--- src/hdl/tsr_pkg.sv ---
package tsr_pkg;

  // Fixed point format of the angle registers
  localparam int FRAC_BITS = 14;
  localparam int MAX_SIDE  = 256;
  localparam int HALF_MAX  = MAX_SIDE / 2;
  localparam int NUM_W     = 32;

  // Configuration register map
  localparam int CFG_IDX_W  = 3;
  localparam int CFG_DATA_W = 16;

  typedef enum logic [CFG_IDX_W-1:0] {
    REG_HALF_WIDTH  = 3'd0,
    REG_HALF_HEIGHT = 3'd1,
    REG_SIN_ANGLE   = 3'd2,
    REG_TAN_HALF    = 3'd3,
    REG_MIRROR      = 3'd4
  } reg_idx_t;

  // Coordinate and product widths along the shear chain
  typedef logic signed [8:0]  c0_t;   // centered coordinate, -128..255
  typedef logic signed [24:0] p1_t;   // tan * y0
  typedef logic signed [10:0] c1_t;   // x1, -638..765
  typedef logic signed [26:0] p2_t;   // sin * x1
  typedef logic signed [11:0] c2_t;   // y1, about +-1785
  typedef logic signed [27:0] p3_t;   // tan * y1
  typedef logic signed [13:0] c3_t;   // x2, about +-4335

  // Live configuration, half sides already clamped
  typedef struct packed {
    logic [7:0]         hw;
    logic [7:0]         hh;
    logic signed [15:0] sin_a;
    logic signed [15:0] tan_h;
    logic               mirror;
  } cfg_t;

  // Word handed from the front half to the back half
  typedef struct packed {
    c0_t         y0;
    c1_t         x1;
    p2_t         p2;
    logic [31:0] color;
  } mid_t;

  // Drop the fraction bits, rounding toward zero
  function automatic logic signed [NUM_W-1:0] trunc_frac(input logic signed [NUM_W-1:0] num);
    logic signed [NUM_W-1:0] q;
    q = num >>> FRAC_BITS;
    if (num[NUM_W-1] && (num[FRAC_BITS-1:0] != '0)) begin
      q = q + NUM_W'(1);
    end
    return q;
  endfunction

endpackage

--- src/hdl/tsr_front.sv ---
module tsr_front (
  input  logic                clk,
  input  logic                rst_n,
  input  tsr_pkg::cfg_t       cfg,
  input  logic                in_valid,
  output logic                in_ready,
  input  logic [7:0]          src_row,
  input  logic [7:0]          src_col,
  input  logic [31:0]         src_color,
  output logic                mid_valid,
  input  logic                mid_ready,
  output tsr_pkg::mid_t       mid
);
  import tsr_pkg::*;

  logic        v1_r, v2_r;
  logic        rdy1, rdy2;
  c0_t         x0_c, y0_c;
  p1_t         p1_c;
  c0_t         x0_r, y0_r;
  p1_t         p1_r;
  logic [31:0] color1_r;
  logic signed [NUM_W-1:0] num1;
  c1_t         x1_c;
  p2_t         p2_c;
  mid_t        mid_r;

  // A slot takes a new word when it is empty or its word moves on
  assign rdy2     = !v2_r || mid_ready;
  assign rdy1     = !v1_r || rdy2;
  assign in_ready = rdy1;

  // Stage 1: center on the sprite middle, first shear product
  assign x0_c = c0_t'({1'b0, src_col}) - c0_t'({1'b0, cfg.hw});
  assign y0_c = c0_t'({1'b0, src_row}) - c0_t'({1'b0, cfg.hh});
  assign p1_c = p1_t'(cfg.tan_h) * p1_t'(y0_c);

  always_ff @(posedge clk) begin
    if (!rst_n) begin
      v1_r <= 1'b0;
    end else if (rdy1) begin
      v1_r <= in_valid;
    end
  end

  always_ff @(posedge clk) begin
    if (rdy1 && in_valid) begin
      x0_r     <= x0_c;
      y0_r     <= y0_c;
      p1_r     <= p1_c;
      color1_r <= src_color;
    end
  end

  // Stage 2: x1 = trunc(x0 - T*y0), then S*x1
  assign num1 = (NUM_W'(x0_r) <<< FRAC_BITS) - NUM_W'(p1_r);
  assign x1_c = c1_t'(trunc_frac(num1));
  assign p2_c = p2_t'(cfg.sin_a) * p2_t'(x1_c);

  always_ff @(posedge clk) begin
    if (!rst_n) begin
      v2_r <= 1'b0;
    end else if (rdy2) begin
      v2_r <= v1_r;
    end
  end

  always_ff @(posedge clk) begin
    if (rdy2 && v1_r) begin
      mid_r.y0    <= y0_r;
      mid_r.x1    <= x1_c;
      mid_r.p2    <= p2_c;
      mid_r.color <= color1_r;
    end
  end

  assign mid_valid = v2_r;
  assign mid       = mid_r;

endmodule

--- src/hdl/tsr_back.sv ---
module tsr_back (
  input  logic                clk,
  input  logic                rst_n,
  input  tsr_pkg::cfg_t       cfg,
  input  logic                mid_valid,
  output logic                mid_ready,
  input  tsr_pkg::mid_t       mid,
  output logic                out_valid,
  input  logic                out_ready,
  output logic [7:0]          dst_row,
  output logic [7:0]          dst_col,
  output logic [31:0]         dst_color,
  output logic                write_enable
);
  import tsr_pkg::*;

  logic        v3_r, out_valid_r;
  logic        rdy3, rdy4;
  logic signed [NUM_W-1:0] num2, num3;
  c2_t         y1_c;
  p3_t         p3_c;
  c1_t         x1_r;
  c2_t         y1_r;
  p3_t         p3_r;
  logic [31:0] color3_r;
  c3_t         x2_c;
  c2_t         hh_s;
  c3_t         hw_s;
  logic        we_c;
  c2_t         row_c;
  c3_t         col_c;
  logic [7:0]  row_r, col_r;
  logic [31:0] color_r;
  logic        we_r;

  assign rdy4      = !out_valid_r || out_ready;
  assign rdy3      = !v3_r || rdy4;
  assign mid_ready = rdy3;

  // Stage 3: y1 = trunc(y0 + S*x1), then T*y1
  assign num2 = (NUM_W'(mid.y0) <<< FRAC_BITS) + NUM_W'(mid.p2);
  assign y1_c = c2_t'(trunc_frac(num2));
  assign p3_c = p3_t'(cfg.tan_h) * p3_t'(y1_c);

  always_ff @(posedge clk) begin
    if (!rst_n) begin
      v3_r <= 1'b0;
    end else if (rdy3) begin
      v3_r <= mid_valid;
    end
  end

  always_ff @(posedge clk) begin
    if (rdy3 && mid_valid) begin
      x1_r     <= mid.x1;
      y1_r     <= y1_c;
      p3_r     <= p3_c;
      color3_r <= mid.color;
    end
  end

  // Stage 4: x2 = trunc(x1 - T*y1), bounds test and mirroring
  assign num3 = (NUM_W'(x1_r) <<< FRAC_BITS) - NUM_W'(p3_r);
  assign x2_c = c3_t'(trunc_frac(num3));
  assign hh_s = c2_t'({1'b0, cfg.hh});
  assign hw_s = c3_t'({1'b0, cfg.hw});

  assign we_c = (color3_r[23:0] != 24'd0) &&
                (y1_r >= -hh_s) && (y1_r < hh_s) &&
                (x2_c >= -hw_s) && (x2_c < hw_s);

  // Mirrored position is 2h-1-(p+h) = h-1-p
  always_comb begin
    if (cfg.mirror) begin
      row_c = hh_s - c2_t'(1) - y1_r;
      col_c = hw_s - c3_t'(1) - x2_c;
    end else begin
      row_c = y1_r + hh_s;
      col_c = x2_c + hw_s;
    end
  end

  always_ff @(posedge clk) begin
    if (!rst_n) begin
      out_valid_r <= 1'b0;
    end else if (rdy4) begin
      out_valid_r <= v3_r;
    end
  end

  always_ff @(posedge clk) begin
    if (rdy4 && v3_r) begin
      row_r   <= we_c ? row_c[7:0] : 8'd0;
      col_r   <= we_c ? col_c[7:0] : 8'd0;
      color_r <= color3_r;
      we_r    <= we_c;
    end
  end

  assign out_valid    = out_valid_r;
  assign dst_row      = row_r;
  assign dst_col      = col_r;
  assign dst_color    = color_r;
  assign write_enable = we_r;

endmodule

--- src/hdl/three_shear_sprite_rotation.sv ---
// Three-shear sprite rotation.
// Input channel (in_valid/in_ready): one source pixel per word, its row,
// column and packed ARGB color. Result channel (out_valid/out_ready): one
// word per pixel with destination row/column, the unchanged color and a
// write flag; row and column read zero when the flag is low.
// Configuration: cfg_we writes cfg_wdata into register cfg_index
// (half width, half height, sine, half-angle tangent, mirror); indexes
// past the map are ignored. Write only while the pipe is empty.
// Four registered stages lie from input accept to out_valid. One pixel
// per cycle while out_ready is high: each stage takes a new word unless
// stalled (first three: a shear product each; the last: the bounds test).
// Reset clears all stage valid bits and restores the register defaults
// (16x16 half sides, zero angle, no mirror).
// A stalled receiver holds the output word; earlier stages keep filling
// empty slots, and in_ready drops once every stage holds a word.
module three_shear_sprite_rotation (
  input  logic                           clk,
  input  logic                           rst_n,
  input  logic                           cfg_we,
  input  logic [tsr_pkg::CFG_IDX_W-1:0]  cfg_index,
  input  logic [tsr_pkg::CFG_DATA_W-1:0] cfg_wdata,
  input  logic                           in_valid,
  output logic                           in_ready,
  input  logic [7:0]                     in_src_row,
  input  logic [7:0]                     in_src_col,
  input  logic [31:0]                    in_src_color,
  output logic                           out_valid,
  input  logic                           out_ready,
  output logic [7:0]                     out_dst_row,
  output logic [7:0]                     out_dst_col,
  output logic [31:0]                    out_dst_color,
  output logic                           out_write_enable
);
  import tsr_pkg::*;

  logic [7:0]         half_width_r;
  logic [7:0]         half_height_r;
  logic signed [15:0] sin_angle_r;
  logic signed [15:0] tan_half_r;
  logic               mirror_r;
  cfg_t               cfg;
  logic               mid_valid, mid_ready;
  mid_t               mid;

  // Configuration registers
  always_ff @(posedge clk) begin
    if (!rst_n) begin
      half_width_r  <= 8'd16;
      half_height_r <= 8'd16;
      sin_angle_r   <= '0;
      tan_half_r    <= '0;
      mirror_r      <= 1'b0;
    end else if (cfg_we) begin
      case (reg_idx_t'(cfg_index))
        REG_HALF_WIDTH:  half_width_r  <= cfg_wdata[7:0];
        REG_HALF_HEIGHT: half_height_r <= cfg_wdata[7:0];
        REG_SIN_ANGLE:   sin_angle_r   <= cfg_wdata;
        REG_TAN_HALF:    tan_half_r    <= cfg_wdata;
        REG_MIRROR:      mirror_r      <= cfg_wdata[0];
        default: ;
      endcase
    end
  end

  // Half sides limited so a destination fits the frame
  assign cfg.hw     = (32'(half_width_r) > HALF_MAX) ? 8'(HALF_MAX) : half_width_r;
  assign cfg.hh     = (32'(half_height_r) > HALF_MAX) ? 8'(HALF_MAX) : half_height_r;
  assign cfg.sin_a  = sin_angle_r;
  assign cfg.tan_h  = tan_half_r;
  assign cfg.mirror = mirror_r;

  tsr_front u_front (
    .clk       (clk),
    .rst_n     (rst_n),
    .cfg       (cfg),
    .in_valid  (in_valid),
    .in_ready  (in_ready),
    .src_row   (in_src_row),
    .src_col   (in_src_col),
    .src_color (in_src_color),
    .mid_valid (mid_valid),
    .mid_ready (mid_ready),
    .mid       (mid)
  );

  tsr_back u_back (
    .clk          (clk),
    .rst_n        (rst_n),
    .cfg          (cfg),
    .mid_valid    (mid_valid),
    .mid_ready    (mid_ready),
    .mid          (mid),
    .out_valid    (out_valid),
    .out_ready    (out_ready),
    .dst_row      (out_dst_row),
    .dst_col      (out_dst_col),
    .dst_color    (out_dst_color),
    .write_enable (out_write_enable)
  );

endmodule

--- config.mk ---
export PLATFORM = sky130hd
export DESIGN_NAME = three_shear_sprite_rotation
export DESIGN_NICKNAME = d
export VERILOG_FILES = /design/src/hdl/tsr_pkg.sv /design/src/hdl/tsr_front.sv /design/src/hdl/tsr_back.sv /design/src/hdl/three_shear_sprite_rotation.sv
export SDC_FILE = /design/constraint.sdc
export NUM_CORES = 2
export LEC_CHECK = 0
export ABC_CLOCK_PERIOD_IN_PS = 8500
export BUFFER_PORTS_ARGS = -buffer_cell sky130_fd_sc_hd__buf_2
export CAP_MARGIN = 20
export CORE_ASPECT_RATIO = 1.75
export CORE_MARGIN = 2
export CORE_UTILIZATION = 59
export DETAILED_ROUTE_END_ITERATION = 16
export PLACE_DENSITY = 0.8
export REMOVE_ABC_BUFFERS = 1
export SETUP_SLACK_MARGIN = 0.05
export SYNTH_ARGS = -nofsm -noshare
export SYNTH_HDL_FRONTEND = slang
export SYNTH_HIERARCHICAL = 1
export SYNTH_SLANG_ARGS = --single-unit
--- constraint.sdc ---
create_clock -name clk -period 8.5 [get_ports clk]
set_input_delay 0.425 -clock clk [delete_from_list [all_inputs] [get_ports clk]]
set_output_delay 0.425 -clock clk [all_outputs]
set_load 0.03 [all_outputs]
Word level (Yosys, flattened, before mapping):

Cells that the tools add are included.

* flip-flop bits (word level): 339
* input port bits: 72

* add/sub/neg operators: 16
* multipliers: 3
* order comparisons: 6
* equality and inequality tests: 4
* multiplexer cells: 7
* reduce and logical (&&, ||, !) cells: 29

Operator list (number)
* nonzero test 14 bit: 3
* 2-to-1 mux 8 bit: 4
* subtractor 25 x 28 -> 29 bit: 1
* adder 23 x 27 -> 28 bit: 1
* multiplier 16 x 12 -> 28 bit: 1
* multiplier 16 x 11 -> 27 bit: 1
* subtractor 23 x 25 -> 26 bit: 1
* multiplier 16 x 9 -> 25 bit: 1
* nonzero test 24 bit: 1
* subtractor 8 x 8 -> 9 bit: 2
* adder 8 bit: 2
* greater-than comparator 8 bit (second input constant): 2
* subtractor 8 x 1 -> 8 bit (second input constant): 2
* subtractor 8 bit: 2
* adder 14 x 2 -> 14 bit (second input constant): 1
* >= comparator 14 bit: 1
* < comparator 14 x 9 -> 1 bit: 1
* 2-to-1 mux 14 bit: 1
* negation 8 -> 14 bit: 1
* adder 12 x 2 -> 12 bit (second input constant): 1
* >= comparator 12 bit: 1
* < comparator 12 x 9 -> 1 bit: 1
* 2-to-1 mux 12 bit: 1
* negation 8 -> 12 bit: 1
* 10 further kinds: 31

Depth between registers and ports, before layout:

* depth in word-level cells: 8
* depth in mapped cells: 34
* mapped depth without buffers: 32

Cells and area by module:

Netlist, hierarchy kept.

Modules (own cells, without submodules)
* tsr_front: times used 1, cells an instance 1657, area an instance 17825.8 um^2, sequential area each 4664.5 um^2
* tsr_back: times used 1, cells an instance 1577, area an instance 15697.6 um^2, sequential area each 4003.8 um^2
* three_shear_sprite_rotation: times used 1, cells an instance 198, area an instance 1945.6 um^2, sequential area each 980.9 um^2

Worst setup path before layout:

OpenSTA, ideal clock, no wires.

* path kind: register to register
* start point: register u_front.mid_r (netlist bit u_front/mid[47])
* end point: register u_back.p3_r[26], data pin
* setup time: 0.258 ns
* arrival time: 7.728 ns
* required time: 8.242 ns
* path slack: 0.514 ns
* cell stages (with the launch flop): 31
* cell sequence: edfxtp_1 -> ha_1 -> a21o_1 -> a21oi_1 -> o21ai_1 -> a2111oi_1 -> nor2_1 -> o31ai_1 -> o211ai_1 -> buf_2 -> nor4_2 -> xnor2_1 -> clkbuf_1 -> nor2_1 -> fa_1 -> inv_1 -> fa_1 -> fa_1 -> fa_1 -> fa_1 -> inv_1 -> ha_1 -> a21o_1 -> a21o_1 -> a21oi_1 -> nor2b_1 -> a31oi_1 -> a31oi_1 -> a21o_1 -> a21oi_1 -> xnor2_1

* word-level cells in the longest chain between the ends: 4
* elaborated cells between the ends (all ways): 5
* those cells by class: 2 x add/sub; 1 x mul; 1 x mux; 1 x reduce/logical

RTL lines
* from (decl): RTL line tsr_front.sv:26 `mid_t mid_r;`
* adder 23 x 27 -> 28 bit *: RTL line tsr_back.sv:41 `assign num2 = (NUM_W'(mid.y0) <<< FRAC_BITS) + NUM_W'(mid.p2);`
* adder 12 x 2 -> 12 bit / logical AND 1 bit (equally long branches): RTL line tsr_pkg.sv:52, tsr_pkg.sv:51
* 2-to-1 mux 12 bit *: RTL line tsr_pkg.sv:51 `if (num[NUM_W-1] && (num[FRAC_BITS-1:0] != '0)) begin`
* multiplier 16 x 12 -> 28 bit *: RTL line tsr_back.sv:43 `assign p3_c = p3_t'(cfg.tan_h) * p3_t'(y1_c);`
* via u_back.p3_c[26]: RTL line tsr_back.sv:21 `p3_t p3_c;`
* to (signal assigned): RTL line tsr_back.sv:57 `p3_r <= p3_c;`
* to (decl): RTL line tsr_back.sv:24 `p3_t p3_r;`

Mark *: on every way through the listed nets, which the timed path passes. The rest lies on a longest branch.
A chain may end at the register's enable or synchronous reset.

Worst setup path after layout:

* start point: register u_front.p1_r[13]
* end point: register u_front.mid_r (netlist bit u_front/mid[58]), data pin

* word-level cells in the longest chain between the ends: 5
* elaborated cells between the ends (all ways): 6
* those cells by class: 2 x add/sub; 1 x mul; 1 x mux; 2 x reduce/logical

RTL lines
* from (decl): RTL line tsr_front.sv:21 `p1_t p1_r;`
* from (signal assigned): RTL line tsr_front.sv:50 `p1_r <= p1_c;`
* subtractor 23 x 25 -> 26 bit *: RTL line tsr_front.sv:56 `assign num1 = (NUM_W'(x0_r) <<< FRAC_BITS) - NUM_W'(p1_r);`
* parallel branches: the longest is 2 deep, another holds adder 11 x 2 -> 11 bit
* 2-to-1 mux 11 bit *: RTL line tsr_pkg.sv:51
* multiplier 16 x 11 -> 27 bit *: RTL line tsr_front.sv:58 `assign p2_c = p2_t'(cfg.sin_a) * p2_t'(x1_c);`
* via u_front.p2_c[26]: RTL line tsr_front.sv:25 `p2_t p2_c;`

Mark *: on every way through the listed nets, which the timed path passes.

==> results.toml <==
[outcome]
status = "finished, final reports clean"

[sta]
skew_ns = 0.02144
fin_crit_ns = 8.109
fin_crit_sh = 0.9540
fin_ws_ns = 0.3909
finalSetupViolCount = 0
slew_headroom = 0.2515
max_clock_freq_mhz = 123.3
hold_viol_final = 0
finalMaxSlewViolations = 0
rsz0062_at_grt = "true"
totalNegativeSetupSlack_ns = 0
tightest_slew_ns = 1.123

[grt]
grt_max_degree = 76
grt_use_total = 0.2952
grt_pass1_wl_mm = 141.7
grt_pass1_vias = 27720
antenna_found_initial = 3
grt_overflow = 0

[clocking]
cts_tree = "done"
clock-root-buffer = "clkbuf_16"
cts.clk_slew.worst_paths_ns = 0.08
clk_path_buf_depth = 3
cts_buffers = 31
h-tree-depth = 1
clkLatencyLatePin_ns = 0.64
cts.sinks = 339

[logic_synthesis]
syn_inst = 3432
synth_most_common_cell = "inv_1"
ys_types = 100
async_flop_share = 0
ys.flop_type = "edfxtp_1"
syn_avg_cell_area_um2 = 10.33
synth_top_cells_by_count = "612 x inv_1, 466 x fa_1, 346 x nand2_1, 294 x ha_1, 286 x edfxtp_1"
synth-warning-count = 6
yosysTopAreaCellShare = 0.2630
ys_seq_elements = 339
synth_top_area_cell = "fa_1"
synth_area_leaders = "fa_1 26%, edfxtp_1 24%, ha_1 10%"
ys_seq_area_frac = 0.2720
synth-edff-count = 286
syn_area_mm2 = 0.03547

[cells_and_area]
drive_gt1_frac = 0.09483
layout.cells.non_filler = 4379
postLayoutCellArea_mm2 = 0.03859
final_nets = 4404
n_fill_cell = 4551
syn_to_final_growth_pct = 8.812
final_util = 0.6503

[floorplan]
dieArea_mm2 = 0.06217
ioPinCount = 123
die_x_um = 189.3
row_count = 118
coreArea_mm2 = 0.05935
initial_core_util = 0.5976
fp.dieH_um = 328.4

[setup_path]
path_common_cell = "fa_1"
end_kind = "flop"
arrival_ns = 8.56
worst-path-max-fanout = 13
critPathLaunchType = "flop"
required_ns = 8.95
critPathMaxStageDelay_ns = 0.57
path_class = "flop to flop"
crit_slowest_cell = "fa_1"

[route]
dr.pass1.iters = 7
avgRoutedWirePerCell_um = 20.35
first_iter_violations = 1374
ant_nets = 0
vias = 25155
drc = 0
wirelength_mm = 89.12
routed_via_density = 5.744

[flow_run]
drv_cap = 0

[placed_design]
dp_slack_ns = 0.08572
post-place-cells = 4278
dpl.hpwl_mm = 67.14
placed_area_mm2 = 0.03703
gp_congestion = 0.9336
numPortBuffers = 122

[pwr]
ir_drop_mv = 0.2512
leakage_nw = 17.11
p_per_area_mw_per_mm2 = 234.1

[hold_path]
hp-class = "primary input to flop"
==> logic make-up (layout without fill, tap and decap cells) <==
kind of cell,after synthesis,in the layout,synth area share
other,0,3,0
and+or+nand+nor,1013,1013,0.1485
xor gates and xnor gates,183,183,0.04720
DFF,339,339,0.2720
adders and majority gates,761,761,0.3670
buffers and inverters,732,896,0.07997
AOI/OAI and AO/OA,345,345,0.06826
muxes,59,59,0.01704
==> layout make-up <==
cell class / count / area, um^2 / area share
Antenna cell: 3 / 7.507 / 0.0001945
Clock buffer: 32 / 779.5 / 0.02020
Clock inverter: 25 / 257.7 / 0.006678
Inverter: 613 / 2301 / 0.05962
Multi-Input combinational cell: 2361 / 23140 / 0.5997
Sequential cell: 339 / 9649 / 0.2500
Tap cell: 780 / 975.9 / 0.02529
Timing Repair Buffer: 226 / 1479 / 0.03832
==> flip-flops by register name (all words and copies together) (netlist names) <==
name / cells
half_height_r: 8
half_width_r: 8
mirror_r: 1
sin_angle_r: 16
tan_half_r: 16
u_back/color3_r: 32
u_back/dst_col: 8
u_back/dst_color: 32
u_back/dst_row: 8
u_back/out_valid: 1
u_back/p3_r: 28
u_back/v3_r: 1
u_back/write_enable: 1
u_back/x1_r: 11
u_back/y1_r: 12
u_front/color1_r: 32
u_front/mid: 79
u_front/mid_valid: 1
u_front/p1_r: 25
u_front/v1_r: 1
u_front/x0_r: 9
u_front/y0_r: 9
==> metal layers <==
layer	vias up	wire length [um]	global-route usage	share of wire
met5	-	0	0	0
met4	0	8627	0.2437	0.097
met3	408	4353	0.03627	0.049
met2	967	47660	0.5502	0.53
met1	12489	28490	0.2885	0.32
li1	11291	-	-	-
==> placed cells by master, fill, tap and decap left out, types with 29 or more instances in the layout <==
cell type and count:
mux2i_1 57, fa_1 466, nand2_1 346, and2_1 207, dlygate4sd3_1 32, inv_1 612
nor3_1 40, nor2b_1 82, a21o_1 45, xnor2_1 115, buf_2 122, buf_4 70
nand2b_1 43, ha_1 293, o21ai_0 38, xor2_1 54, edfxtp_1 286, clkbuf_16 31
nand3_1 29, nor2_1 126, dfxtp_1 53, a21oi_1 94
==> worst max-delay path: cells and delay by family (launching register included) <==
kind	cells	cell delay, ns
adders and majority gates	7	3.04
and+or+nand+nor	10	2.11
AOI/OAI and AO/OA	8	1.64
buffers and inverters	4	0.50
DFF	1	0.41
xor gates and xnor gates	1	0.23
==> final timing paths <==
kind | start | endpoint | slack, ns | cells past startpoint
worst max-delay path | u_front/p1_r[13]$_DFFE_PP_ | u_front/mid[58]$_DFFE_PP_ | 0.39 | 30
worst min-delay path | in_valid | u_front/v1_r$_SDFFE_PN0N_ | 0.10 | 3
worst max register to register | u_front/p1_r[13]$_DFFE_PP_ | u_front/mid[58]$_DFFE_PP_ | 0.39 | 30
worst min register to register | u_front/mid[9]$_DFFE_PP_ | u_back/color3_r[9]$_DFFE_PP_ | 0.41 | 0
==> power by group <==
| group | internal (mW) | switching, mW |
|---|---|---|
| clock | 0.755 | 0.720 |
| combinational | 2.11 | 3.26 |
| sequential | 2.09 | 0.104 |
| total | 4.95 | 4.08 |
==> metrics by stage <==
| step | power [mW] | hold slack, ns |
|---|---|---|
| global route | 9.724 | 0.1130 |
| global placement | 7.254 | 0.4003 |
| detailed placement | 7.388 | 0.4045 |
| floorplan | 5.841 | 0.4003 |
| CTS | 8.897 | 0.05080 |
| finish | 9.037 | 0.1005 |
==> repair_timing <==
item	CTS	global route
endpoints found under the setup margin	0	20
gates resized for setup	0	24
hold buffers	32	0
endpoints found under the hold margin	32	0
setup buffers	0	8
No activity file was read; power rests on OpenSTA's default activity.
